$ cat config.mk
export PLATFORM = sky130hd
export DESIGN_NAME = rgb_to_hsv_pixel_flat
export DESIGN_NICKNAME = d
export VERILOG_FILES = /design/src/sv/rgbhsv_pkg.sv /design/src/sv/rgbhsv_if.sv /design/src/sv/rgb_to_hsv_pixel.sv /design/src/flat_wrapper.sv
export VERILOG_INCLUDE_DIRS = /design/src /design/src/sv
export SDC_FILE = /design/constraint.sdc
export NUM_CORES = 1
export LEC_CHECK = 0
export BUFFER_PORTS_ARGS = -buffer_cell sky130_fd_sc_hd__buf_2
export CAP_MARGIN = 5
export CORE_UTILIZATION = 30
export CTS_CLUSTER_DIAMETER = 60
export DETAILED_ROUTE_END_ITERATION = 12
export HOLD_SLACK_MARGIN = 0.12
export PLACE_DENSITY = 0.47
export REMOVE_ABC_BUFFERS = 1
export SLEW_MARGIN = 20
export SYNTH_ARGS = -nofsm -noshare
export SYNTH_HDL_FRONTEND = slang
export SYNTH_SLANG_ARGS = --single-unit
$ cat constraint.sdc
create_clock -name clk -period 8.5 [get_ports clk]
set_input_delay 1.7 -clock clk [delete_from_list [all_inputs] [get_ports clk]]
set_output_delay 1.7 -clock clk [all_outputs]
set_load 0.02 [all_outputs]
$ cat src/sv/rgb_to_hsv_pixel_defines.svh
// ----------------------------------------------------------------------------
// rgb_to_hsv_pixel_defines: assertion macros
// Shared property shorthands for the pixel converter checks.
// ----------------------------------------------------------------------------
`ifndef RGB_TO_HSV_PIXEL_DEFINES_SVH
`define RGB_TO_HSV_PIXEL_DEFINES_SVH

// same-cycle implication, disabled while reset is asserted
`define RGBHSV_ASSERT(lbl, ck, rn, ante, cons, msg) \
	lbl: assert property (@(posedge ck) disable iff (!rn) (ante) |-> (cons)) \
		else $error(msg);

// next-cycle implication, disabled while reset is asserted
`define RGBHSV_ASSERT_NEXT(lbl, ck, rn, ante, cons, msg) \
	lbl: assert property (@(posedge ck) disable iff (!rn) (ante) |=> (cons)) \
		else $error(msg);

`endif

$ cat src/sv/rgbhsv_pkg.sv
// ----------------------------------------------------------------------------
// rgbhsv_pkg
// Widths, fixed-point constants and pipeline types of the RGB to HSV converter.
// ----------------------------------------------------------------------------
`timescale 1ns / 1ps

package rgbhsv_pkg;

	// field widths
	localparam int CHAN_W = 8;
	localparam int HUE_W  = 15;

	// hue in 1/64 degree: one sixth of the circle and the full circle
	localparam int HUE_SIXTH     = 3840;
	localparam int HUE_FULL      = 23040;
	localparam int HUE_OFS_GREEN = 2 * HUE_SIXTH;
	localparam int HUE_OFS_BLUE  = 4 * HUE_SIXTH;
	localparam int CHAN_MAX      = 255;

	// divider geometry: hue quotient <= 3840, sat quotient <= 255
	localparam int HUE_Q_W        = 12;
	localparam int SAT_Q_W        = 8;
	localparam int HUE_ACC_W      = CHAN_W + HUE_Q_W;
	localparam int SAT_ACC_W      = CHAN_W + SAT_Q_W;
	localparam int BITS_PER_STAGE = 2;
	localparam int HUE_DIV_STAGES = HUE_Q_W / BITS_PER_STAGE;
	localparam int SAT_DIV_STAGES = SAT_Q_W / BITS_PER_STAGE;

	// signed working width of the hue sum before wrap
	localparam int HUE_SUM_W = 16;

	// which channel holds the maximum
	typedef enum logic [1:0] {
		SECT_RED,
		SECT_GREEN,
		SECT_BLUE
	} sector_t;

	// payload of one divider stage
	typedef struct packed {
		logic [HUE_ACC_W-1:0] hue_acc;
		logic [SAT_ACC_W-1:0] sat_acc;
		logic [CHAN_W-1:0]    delta;
		logic [CHAN_W-1:0]    hi;
		logic                 neg;
		sector_t              sector;
		logic                 grey;
	} div_stage_t;

endpackage

$ cat src/sv/rgbhsv_if.sv
// ----------------------------------------------------------------------------
// rgbhsv_if
// Valid/ready channels for RGB pixel beats and HSV pixel beats.
// ----------------------------------------------------------------------------
`timescale 1ns / 1ps

// rgb pixel channel
interface rgbhsv_rgb_if;
	import rgbhsv_pkg::*;

	logic              valid;
	logic              ready;
	logic [CHAN_W-1:0] red_in;
	logic [CHAN_W-1:0] green_in;
	logic [CHAN_W-1:0] blue_in;

	modport source (output valid, output red_in, output green_in, output blue_in,
		input ready);
	modport sink (input valid, input red_in, input green_in, input blue_in,
		output ready);
endinterface

// hsv pixel channel
interface rgbhsv_hsv_if;
	import rgbhsv_pkg::*;

	logic              valid;
	logic              ready;
	logic [HUE_W-1:0]  hue_out;
	logic [CHAN_W-1:0] sat_out;
	logic [CHAN_W-1:0] val_out;

	modport source (output valid, output hue_out, output sat_out, output val_out,
		input ready);
	modport sink (input valid, input hue_out, input sat_out, input val_out,
		output ready);
endinterface

$ cat src/sv/rgb_to_hsv_pixel.sv
// Each rgb beat passes the stage 1, numerator, divider and output registers.
// Throughput: one pixel per cycle unless hsv.ready stalls; both dividers are
// unrolled restoring dividers retiring two quotient bits per pipeline stage.
// Each stage advances when its successor has room, so bubbles collapse.
// Reset (arst_n low) clears only the stage valid bits; no other state.
// ----------------------------------------------------------------------------
// rgb_to_hsv_pixel
// Pipelined 8-bit RGB to fixed-point HSV converter, stateless per pixel.
// ----------------------------------------------------------------------------
`timescale 1ns / 1ps
`include "rgb_to_hsv_pixel_defines.svh"

module rgb_to_hsv_pixel (
	input  logic          clk,
	input  logic          arst_n,
	rgbhsv_rgb_if.sink    rgb,
	rgbhsv_hsv_if.source  hsv
);
	import rgbhsv_pkg::*;

	// one restoring division bit: {new remainder, quotient bit}
	function automatic logic [CHAN_W:0] div_bit(
		input logic [CHAN_W-1:0] rem,
		input logic              nb,
		input logic [CHAN_W-1:0] d
	);
		logic [CHAN_W:0] t;
		logic [CHAN_W:0] sub;
		t   = {rem, nb};
		sub = t - {1'b0, d};
		if (t >= {1'b0, d}) begin
			return {sub[CHAN_W-1:0], 1'b1};
		end else begin
			return {t[CHAN_W-1:0], 1'b0};
		end
	endfunction

	// ------------------------------------------------------------------
	// stage 1: max, min, sector and hue difference
	// ------------------------------------------------------------------
	logic [CHAN_W-1:0] hi_c, lo_c, rg_hi, rg_lo;
	logic [CHAN_W:0]   diff_c, diff_neg_c;
	sector_t           sector_c;

	logic              valid_s1, ready_s1;
	logic [CHAN_W-1:0] hi_s1, delta_s1, mag_s1;
	logic              neg_s1;
	sector_t           sector_s1;

	// channel extremes, red wins ties then green
	always_comb begin
		rg_hi = (rgb.red_in >= rgb.green_in) ? rgb.red_in : rgb.green_in;
		rg_lo = (rgb.red_in <= rgb.green_in) ? rgb.red_in : rgb.green_in;
		hi_c  = (rg_hi >= rgb.blue_in) ? rg_hi : rgb.blue_in;
		lo_c  = (rg_lo <= rgb.blue_in) ? rg_lo : rgb.blue_in;
		if (rgb.red_in >= rgb.green_in && rgb.red_in >= rgb.blue_in) begin
			sector_c = SECT_RED;
			diff_c   = {1'b0, rgb.green_in} - {1'b0, rgb.blue_in};
		end else if (rgb.green_in >= rgb.blue_in) begin
			sector_c = SECT_GREEN;
			diff_c   = {1'b0, rgb.blue_in} - {1'b0, rgb.red_in};
		end else begin
			sector_c = SECT_BLUE;
			diff_c   = {1'b0, rgb.red_in} - {1'b0, rgb.green_in};
		end
		diff_neg_c = '0 - diff_c;
	end

	// stage 1 valid
	always_ff @(posedge clk or negedge arst_n) begin
		if (!arst_n) begin
			valid_s1 <= 1'b0;
		end else if (ready_s1) begin
			valid_s1 <= rgb.valid;
		end
	end

	// stage 1 payload
	always_ff @(posedge clk) begin
		if (ready_s1 && rgb.valid) begin
			hi_s1     <= hi_c;
			delta_s1  <= hi_c - lo_c;
			neg_s1    <= diff_c[CHAN_W];
			mag_s1    <= diff_c[CHAN_W] ? diff_neg_c[CHAN_W-1:0] : diff_c[CHAN_W-1:0];
			sector_s1 <= sector_c;
		end
	end

	// ------------------------------------------------------------------
	// stage 2: numerators; stages 3..8: two quotient bits each
	// ------------------------------------------------------------------
	div_stage_t div_s     [0:HUE_DIV_STAGES];
	logic       valid_div [0:HUE_DIV_STAGES];
	logic       ready_div [0:HUE_DIV_STAGES];

	logic [HUE_ACC_W-1:0] hue_num_c;
	logic [SAT_ACC_W-1:0] sat_num_c;

	// 3840*|diff| and 255*delta by shift and subtract
	always_comb begin
		hue_num_c = ({{HUE_Q_W{1'b0}}, mag_s1} << 12) - ({{HUE_Q_W{1'b0}}, mag_s1} << 8);
		sat_num_c = ({{SAT_Q_W{1'b0}}, delta_s1} << 8) - {{SAT_Q_W{1'b0}}, delta_s1};
	end

	// stage 2 valid
	always_ff @(posedge clk or negedge arst_n) begin
		if (!arst_n) begin
			valid_div[0] <= 1'b0;
		end else if (ready_div[0]) begin
			valid_div[0] <= valid_s1;
		end
	end

	// stage 2 payload
	always_ff @(posedge clk) begin
		if (ready_div[0] && valid_s1) begin
			div_s[0].hue_acc <= hue_num_c;
			div_s[0].sat_acc <= sat_num_c;
			div_s[0].delta   <= delta_s1;
			div_s[0].hi      <= hi_s1;
			div_s[0].neg     <= neg_s1;
			div_s[0].sector  <= sector_s1;
			div_s[0].grey    <= (delta_s1 == '0);
		end
	end

	assign ready_s1 = !valid_s1 || ready_div[0];

	logic ready_s9;

	for (genvar k = 1; k <= HUE_DIV_STAGES; k++) begin : g_div
		div_stage_t nxt;

		// two restoring steps; saturation finishes in the first stages
		always_comb begin : step
			logic [CHAN_W:0] hst;
			logic [CHAN_W:0] sst;
			nxt = div_s[k-1];
			for (int i = 0; i < BITS_PER_STAGE; i++) begin
				hst = div_bit(nxt.hue_acc[HUE_ACC_W-1 -: CHAN_W],
					nxt.hue_acc[HUE_Q_W-1], nxt.delta);
				nxt.hue_acc = {hst[CHAN_W:1], nxt.hue_acc[HUE_Q_W-2:0], hst[0]};
				if (k <= SAT_DIV_STAGES) begin
					sst = div_bit(nxt.sat_acc[SAT_ACC_W-1 -: CHAN_W],
						nxt.sat_acc[SAT_Q_W-1], nxt.hi);
					nxt.sat_acc = {sst[CHAN_W:1], nxt.sat_acc[SAT_Q_W-2:0], sst[0]};
				end
			end
		end

		// stage valid
		always_ff @(posedge clk or negedge arst_n) begin
			if (!arst_n) begin
				valid_div[k] <= 1'b0;
			end else if (ready_div[k]) begin
				valid_div[k] <= valid_div[k-1];
			end
		end

		// stage payload
		always_ff @(posedge clk) begin
			if (ready_div[k] && valid_div[k-1]) begin
				div_s[k] <= nxt;
			end
		end

		// backpressure from the next stage
		if (k < HUE_DIV_STAGES) begin : g_mid
			assign ready_div[k-1] = !valid_div[k-1] || ready_div[k];
		end else begin : g_last
			assign ready_div[k-1] = !valid_div[k-1] || ready_div[k];
			assign ready_div[k]   = !valid_div[k] || ready_s9;
		end
	end

	// ------------------------------------------------------------------
	// stage 9: sign, sector offset, wrap, grey override; output register
	// ------------------------------------------------------------------
	logic [HUE_Q_W-1:0]   hue_q;
	logic [HUE_SUM_W-1:0] base_x, q_x, hue_sum, hue_wrap;
	logic [HUE_W-1:0]     hue_c;
	logic [CHAN_W-1:0]    sat_c;

	logic              valid_s9;
	logic [HUE_W-1:0]  hue_s9;
	logic [CHAN_W-1:0] sat_s9, val_s9;

	// sector offset
	always_comb begin
		case (div_s[HUE_DIV_STAGES].sector)
			SECT_RED:   base_x = '0;
			SECT_GREEN: base_x = HUE_SUM_W'(HUE_OFS_GREEN);
			SECT_BLUE:  base_x = HUE_SUM_W'(HUE_OFS_BLUE);
			default:    base_x = '0;
		endcase
	end

	// signed hue and wrap into one turn
	always_comb begin
		hue_q    = div_s[HUE_DIV_STAGES].hue_acc[HUE_Q_W-1:0];
		q_x      = {{(HUE_SUM_W-HUE_Q_W){1'b0}}, hue_q};
		hue_sum  = div_s[HUE_DIV_STAGES].neg ? (base_x - q_x) : (base_x + q_x);
		hue_wrap = hue_sum[HUE_SUM_W-1] ? (hue_sum + HUE_SUM_W'(HUE_FULL)) : hue_sum;
		if (div_s[HUE_DIV_STAGES].grey) begin
			hue_c = '0;
			sat_c = '0;
		end else begin
			hue_c = hue_wrap[HUE_W-1:0];
			sat_c = div_s[HUE_DIV_STAGES].sat_acc[SAT_Q_W-1:0];
		end
	end

	// output valid
	always_ff @(posedge clk or negedge arst_n) begin
		if (!arst_n) begin
			valid_s9 <= 1'b0;
		end else if (ready_s9) begin
			valid_s9 <= valid_div[HUE_DIV_STAGES];
		end
	end

	// output payload
	always_ff @(posedge clk) begin
		if (ready_s9 && valid_div[HUE_DIV_STAGES]) begin
			hue_s9 <= hue_c;
			sat_s9 <= sat_c;
			val_s9 <= div_s[HUE_DIV_STAGES].hi;
		end
	end

	assign ready_s9    = !valid_s9 || hsv.ready;
	assign rgb.ready   = ready_s1;
	assign hsv.valid   = valid_s9;
	assign hsv.hue_out = hue_s9;
	assign hsv.sat_out = sat_s9;
	assign hsv.val_out = val_s9;

	// ------------------------------------------------------------------
	// checks
	// ------------------------------------------------------------------
	`RGBHSV_ASSERT(a_empty_out_ready, clk, arst_n, !hsv.valid, rgb.ready,
		"input not ready although the output register is empty")
	`RGBHSV_ASSERT(a_hue_range, clk, arst_n, hsv.valid, hsv.hue_out < HUE_W'(HUE_FULL),
		"hue beyond one full turn")
	`RGBHSV_ASSERT(a_grey_hue, clk, arst_n, hsv.valid && hsv.sat_out == '0,
		hsv.hue_out == '0, "zero saturation with nonzero hue")
	`RGBHSV_ASSERT_NEXT(a_accept_s1, clk, arst_n, rgb.valid && rgb.ready, valid_s1,
		"accepted beat missing from stage 1")

endmodule

$ cat src/flat_wrapper.sv
// flat-port wrapper written by rule: the top's interface ports become plain ports
module rgb_to_hsv_pixel_flat import rgbhsv_pkg::*;
  (clk, arst_n, rgb_valid, rgb_red_in, rgb_green_in, rgb_blue_in, rgb_ready, hsv_valid, hsv_hue_out, hsv_sat_out, hsv_val_out, hsv_ready);
  rgbhsv_rgb_if rgb_i ();
  rgbhsv_hsv_if hsv_i ();
  input  logic clk;
  input  logic arst_n;
  input wire logic [$bits(rgb_i.valid)-1:0] rgb_valid;
  input wire logic [$bits(rgb_i.red_in)-1:0] rgb_red_in;
  input wire logic [$bits(rgb_i.green_in)-1:0] rgb_green_in;
  input wire logic [$bits(rgb_i.blue_in)-1:0] rgb_blue_in;
  output wire logic [$bits(rgb_i.ready)-1:0] rgb_ready;
  output wire logic [$bits(hsv_i.valid)-1:0] hsv_valid;
  output wire logic [$bits(hsv_i.hue_out)-1:0] hsv_hue_out;
  output wire logic [$bits(hsv_i.sat_out)-1:0] hsv_sat_out;
  output wire logic [$bits(hsv_i.val_out)-1:0] hsv_val_out;
  input wire logic [$bits(hsv_i.ready)-1:0] hsv_ready;
  assign rgb_i.valid = rgb_valid;
  assign rgb_i.red_in = rgb_red_in;
  assign rgb_i.green_in = rgb_green_in;
  assign rgb_i.blue_in = rgb_blue_in;
  assign rgb_ready = rgb_i.ready;
  assign hsv_valid = hsv_i.valid;
  assign hsv_hue_out = hsv_i.hue_out;
  assign hsv_sat_out = hsv_i.sat_out;
  assign hsv_val_out = hsv_i.val_out;
  assign hsv_i.ready = hsv_ready;
  rgb_to_hsv_pixel u_core (.clk(clk), .arst_n(arst_n), .rgb(rgb_i), .hsv(hsv_i));
endmodule
==> results.py, run 1 <==
metrics = {
    "placement": {
        "portBuffers": 60,
        "dp_hpwl_mm": 35.5,
        "placed_area_mm2": 0.0242,
        "gp_congestion": 0.828,
    },
    "critical_path": {
        "cp-end-kind": "flip-flop",
        "r2r_cells": 21,
        "cp_max_fo": 17,
        "crit_top_cell": "o21ai_0",
        "crit_arrival_ns": 7.26,
        "cp_slowest_cell": "or3_1",
        "rr_startpoint": "u_core.div_s[0][5]",
        "worst_ep_required_time_ns": 8.81,
        "critPathKind": "in2reg",
        "reg2reg_slack_ns": 2.87,
        "slowest_delay_ns": 0.59,
        "r2r-end": "u_core.div_s[1][31]",
        "worstSetupStartpointType": "primary input",
    },
    "min_path": {
        "min_path_type": "reg2reg",
        "worstHoldEndpoint": "u_core.div_s[5][1]",
        "hp-start": "u_core.div_s[4][1]",
        "holdPathStages": 0,
    },
    "clocking": {
        "cts.sinks": 379,
        "cts_buffers": 46,
        "insertion_delay_ns": 0.57,
        "cts_setup_buffers": 0,
        "h-tree-depth": 2,
        "clkTransAtPathRegs_ns": 0.06,
        "hold_buffers": 0,
        "cts_resized": 0,
        "cts_buffer_depth": 3,
        "cts_tree": "built",
        "cts_root_buf": "clkbuf_16",
    },
    "timing": {
        "skew_ns": 0.0172,
        "setup_viol": 0,
        "tightest_slew_ns": 0.978,
        "rsz0062_at_grt": "no",
        "timing.slew.headroom": 0.348,
        "period_share": 0.818,
        "min_period_ns": 6.95,
        "finalSetupTns_ns": 0,
        "holdWs_ns": 0.403,
        "finalMaxSlewViolations": 0,
        "final_hold_viol_count": 0,
        "fmax_mhz": 144,
    },
    "synth": {
        "ys.warnings.count": 0,
        "synth_top_area_share": 0.490,
        "synth_edf_count": 370,
        "ys_types": 76,
        "synth.area.top_cells": "edfxtp_1, ha_1, mux2_2, xnor2_1, inv_1",
        "ys_seq_area_frac": 0.500,
        "ys.flop_type": "edfxtp_1",
        "syn_avg_cell_area_um2": 11.7,
        "syn_inst": 1946,
        "synth_top_cell_by_area": "edfxtp_1",
        "ys_seq_elements": 379,
        "async_reset_ff_frac": 0.0237,
        "synth.cell_area_mm2": 0.0227,
    },
    "drt": {
        "via_per_inst": 4.64,
        "drt_wl_total_mm": 44.9,
        "post_drt_wl_per_cell_um": 14.8,
        "drc": 0,
        "drtPass1Iterations": 5,
        "drtIter0Drc": 512,
        "ant_nets": 0,
        "num_vias": 14100,
    },
    "die": {
        "dieArea_mm2": 0.0768,
        "start_util": 0.304,
        "std_cell_rows": 100,
        "die_x_um": 277,
        "dieHeight_um": 277,
        "core_area_mm2": 0.0747,
        "ios": 61,
    },
    "global_route": {
        "first_global_vias": 14800,
        "grt_pass1_wl_mm": 74.5,
        "grt_max_degree": 50,
        "antenna_found_initial": 0,
        "grt_usage": 0.118,
        "grt.overflow.total": 0,
    },
    "finish": {
        "utilization": 0.343,
        "stdcell_area_mm2": 0.0256,
        "n_antenna_cell": 0,
        "drive_gt1_frac": 0.131,
        "fillers": 7341,
        "layout.nets": 2312,
        "syn_to_final_growth_pct": 12.8,
    },
    "flow_run": {
        "drv_cap": 0,
    },
    "status": {
        "status": "completed",
    },
}
==> Yosys cell counts (37+ instances only) <==
| cell | n |
|---|---|
| nor3_1 | 37 |
| nor2b_1 | 61 |
| ha_1 | 223 |
| nor2_1 | 123 |
| xor2_1 | 50 |
| mux2_2 | 91 |
| edfxtp_1 | 370 |
| o21ai_0 | 99 |
| inv_1 | 201 |
| a21oi_1 | 131 |
| nand2_1 | 101 |
| xnor2_1 | 95 |
==> logic make-up after synthesis <==
kind of cell	after synthesis	synth area share
adders and majority gates	243	0.141
xor gates and xnor gates	145	0.0560
DFF	379	0.500
muxes	133	0.0644
buffers and inverters	225	0.0383
AOI/OAI and AO/OA	378	0.105
and+or+nand+nor	443	0.0960
==> state kept, by name, indices dropped and copies added (netlist names) <==
name / cells
u_core.delta_s1: 8
u_core.mag_s1: 8
u_core.hsv.valid: 1
u_core.hsv.sat_out: 8
u_core.valid_div: 7
u_core.valid_s1: 1
u_core.hsv.hue_out: 15
u_core.sector_s1: 2
u_core.hi_s1: 8
u_core.neg_s1: 1
u_core.div_s: 312
u_core.hsv.val_out: 8
==> stage by stage <==
step           cells  setup WS (ns)
2_1_floorplan   1923           1.72
3_3_place_gp    2962          0.955
3_5_place_dp    2962          0.961
4_1_cts         3042           1.59
5_1_grt         3042           1.06
6_report        3042           1.55
==> layout by cell type (no fill, tap or decap), types with 8 or more instances in the layout <==
cell       netlist  layout
edfxtp_1       370     370
o21a_1          16      16
nor2_1         123     123
or3_1            8       8
dfrtp_1          9       9
nand3_1         14      14
mux2_1           9       9
a21boi_0        12      12
buf_4            1      10
mux2_2          91      91
and3_1          11      11
a21o_1          26      26
clkbuf_16        0      46
nand2b_1        26      26
nor2b_1         61      59
clkinv_2         0      10
o31ai_1          9       9
mux2i_1         32      32
xnor2_1         95      95
o21ai_0         99      99
o21bai_1        19      19
or2_2           14      14
and2_1          13       8
a31oi_1          8       8
nand2_1        101     101
clkbuf_1        11       9
ha_1           223     223
a21oi_1        131     131
fa_1            20      20
o21ai_1          9       9
inv_1          201     201
buf_2           10      60
nor3_1          37      37
xor2_1          50      50
nand4_1         21      21
==> layout make-up <==
class	count	area (um^2)	area share
timing repair buffer	70	375	0.0147
clock buffer	55	1180	0.0463
tap	969	1210	0.0474
inverter	202	758	0.0296
sequential	379	11300	0.443
multi-input combinational	1342	10500	0.411
clock inverter	25	208	0.00812
==> worst max path at each step <==
stage,startpoint,end,slack [ns],cells after the start
finish,rgb_green_in[1],u_core.delta_s1[7],1.55,26
global route,rgb_green_in[1],u_core.delta_s1[7],1.06,26
CTS,rgb_green_in[1],u_core.delta_s1[7],1.59,26
detailed placement,rgb_green_in[1],u_core.delta_s1[7],0.96,26
global placement,rgb_green_in[1],u_core.delta_s1[7],0.96,26
floorplan,rgb_green_in[1],u_core.delta_s1[7],1.72,25
==> critical path, delay by kind of cell <==
kind	cells	cell delay, ns
compound gates	13	2.94
simple gates	5	1.11
buf+inv	3	0.33
xor+xnor	2	0.28
fa+ha+maj	3	0.88
==> metal layers <==
metal | GRT usage | vias to the layer above | share of wire
met5 | 0 | - | 0
met4 | 0.0472 | 0 | 0.036
met3 | 0.0205 | 82 | 0.029
met2 | 0.217 | 192 | 0.50
met1 | 0.134 | 6646 | 0.43
li1 | - | 7199 | -
Power of run 1 is not shown: default switching activity piles up to over one toggle a cycle in this logic, so the estimate is an artifact.
==> run 2, diff against run 1 <==
--- a/config.mk
+++ b/config.mk
@@ -12,7 +12,7 @@
 export CTS_CLUSTER_DIAMETER = 60
 export DETAILED_ROUTE_END_ITERATION = 12
 export HOLD_SLACK_MARGIN = 0.12
-export PLACE_DENSITY = 0.47
+export PLACE_DENSITY = 0.49
 export REMOVE_ABC_BUFFERS = 1
 export SLEW_MARGIN = 20
 export SYNTH_ARGS = -nofsm -noshare
==> constraint.sdc (replaced) <==
create_clock -name clk -period 5.6 [get_ports clk]
set_input_delay 1.12 -clock clk [delete_from_list [all_inputs] [get_ports clk]]
set_output_delay 1.12 -clock clk [all_outputs]
set_load 0.02 [all_outputs]
==> results.py, run 2 (synthesis gave the netlist of run 1 again) <==
metrics = {
    "clocking": {
        "hold_buffers": 0,
        "insertion_delay_ns": 0.57,
        "cts_root_buf": "clkbuf_16",
        "cts.sinks": 379,
        "clkTransAtPathRegs_ns": 0.06,
        "cts_buffer_depth": 3,
        "cts_tree": "built",
        "h-tree-depth": 2,
        "cts_buffers": 42,
    },
    "finish": {
        "final_common_cell": "edfxtp_1",
        "fillers": 7249,
        "utilization": 0.353,
        "largest_register_ffs": 312,
        "n_antenna_cell": 0,
        "layout_common_cells": "edfxtp_1, ha_1, inv_1",
        "top_register": "u_core.div_s",
        "drive_gt1_frac": 0.174,
        "syn_to_final_growth_pct": 16.2,
        "stdcell_area_mm2": 0.0264,
        "layout.nets": 2392,
    },
    "power_and_ir_drop": {
        "power_mw": 18.6,
        "peakVddDrop_mv": 0.336,
        "power_density_mw_per_mm2": 706,
        "leakage_nw": 10.8,
    },
    "flow_run": {
        "drv_cap": 0,
    },
    "timing": {
        "setup_viol": 0,
        "min_period_ns": 5.38,
        "fmax_mhz": 186,
        "finalSetupTns_ns": 0,
        "tightest_slew_ns": 0.961,
        "skew_ns": 0.0115,
        "period_share": 0.962,
        "holdWs_ns": 0.403,
        "timing.slew.headroom": 0.358,
        "finalMaxSlewViolations": 0,
        "final_hold_viol_count": 0,
        "rsz0062_at_grt": "no",
    },
    "critical_path": {
        "rr_startpoint": "u_core.div_s[1][13]",
        "worstSetupStartpointType": "primary input",
        "cp_max_fo": 6,
        "cp-end-kind": "flip-flop",
        "startpoint": "rgb_green_in[1]",
        "reg2reg_slack_ns": 0.38,
        "crit_arrival_ns": 5.69,
        "worst_ep_required_time_ns": 5.90,
        "critPathKind": "in2reg",
    },
    "drt": {
        "drt_wl_total_mm": 45.3,
        "drc": 0,
        "drtIter0Drc": 600,
        "num_vias": 14400,
        "drtPass1Iterations": 5,
        "via_per_inst": 4.62,
        "post_drt_wl_per_cell_um": 14.5,
        "ant_nets": 0,
    },
    "global_route": {
        "antenna_found_initial": 0,
        "grt_pass1_wl_mm": 75.0,
        "grt_usage": 0.118,
        "grt_max_degree": 50,
        "grt.overflow.total": 0,
        "first_global_vias": 15200,
    },
    "placement": {
        "placed_area_mm2": 0.0248,
        "gp_congestion": 0.876,
        "portBuffers": 60,
        "dp_hpwl_mm": 35.5,
    },
    "die": {
        "ios": 61,
        "dieHeight_um": 277,
        "start_util": 0.304,
        "dieArea_mm2": 0.0768,
        "std_cell_rows": 100,
        "core_area_mm2": 0.0747,
        "die_x_um": 277,
    },
    "status": {
        "status": "completed",
    },
    "min_path": {
        "min_path_type": "in2async",
    },
}
run 2: changes by cell type in the layout (fill, tap and decap cells not counted), moves of 3 or more:
cell,delta
a21oi_2,+4
bufinv_16,+6
clkinv_1,-3
buf_4,+83
clkinv_4,+3
o21ai_1,+4
a21oi_1,-4
o21ai_0,-6
clkinvlp_4,+4
clkbuf_16,-3
clkbuf_1,-7
run 2: per-layer routing:
metal	share of wire	vias up	GRT usage
met3	0.031	70	0.0209
li1	-	7359	-
met4	0.025	0	0.0389
met5	0	-	0
met2	0.51	173	0.219
met1	0.43	6811	0.135
run 2: worst max-delay path, cell delays in order:
cell and delay [ns]:
buf_2 0.11, inv_2 0.07, ha_4 0.20, nor2b_2 0.16
o31ai_4 0.26, a31oi_1 0.14, or3_4 0.44, buf_4 0.16
o21ai_0 0.32, ha_1 0.31, a21o_1 0.16, a211o_1 0.30
a21oi_2 0.15, o21ai_2 0.09, buf_4 0.16, mux2_2 0.30
ha_1 0.33, o21ai_1 0.09, nand2b_1 0.08, a21o_1 0.19
a21oi_2 0.15, o21ai_1 0.10, xnor2_1 0.14, xnor2_1 0.14
run 2: path summary, 6_finish.rpt:
path | to | cells past startpoint
setup reg to reg | u_core.div_s[2][54] | 21
hold reg to reg | u_core.div_s[5][3] | 0
setup / recovery | u_core.delta_s1[7] | 24
min in group clk | u_core.div_s[5][3] | 0
hold / removal | u_core.valid_s1 | 1
max in group asynchronous | u_core.valid_div[1] | 1
run 2: where the power goes:
group	switching (mW)	internal, mW
Clock	1.14	1.78
Combinational	5.32	4.99
Sequential	0.510	4.87
run 2: final cells by class:
type,count,area (um^2),area share
flip-flops and latches,379,11300,0.430
repair buffers,154,1020,0.0386
inverters,202,758,0.0287
clock inverters,31,395,0.0150
clock buffers,45,1080,0.0411
well taps,969,1210,0.0460
multi-input cells,1342,10600,0.401
run 2: timing repair:
item | 4_1_cts | 5_1_grt
setup endpoints to repair | 1 | 22
setup buffers | 0 | 6
resized for setup | 2 | 17
pin swaps | 0 | 9
run 2: through the flow:
step | instances | setup WS, ns
after floorplan | 1923 | -0.595
after global placement | 3040 | -0.620
after detailed placement | 3040 | -0.705
after CTS | 3116 | 0.0402
after global routing | 3122 | 0.00686
final | 3122 | 0.215
Power figures use the tool's default switching activity.
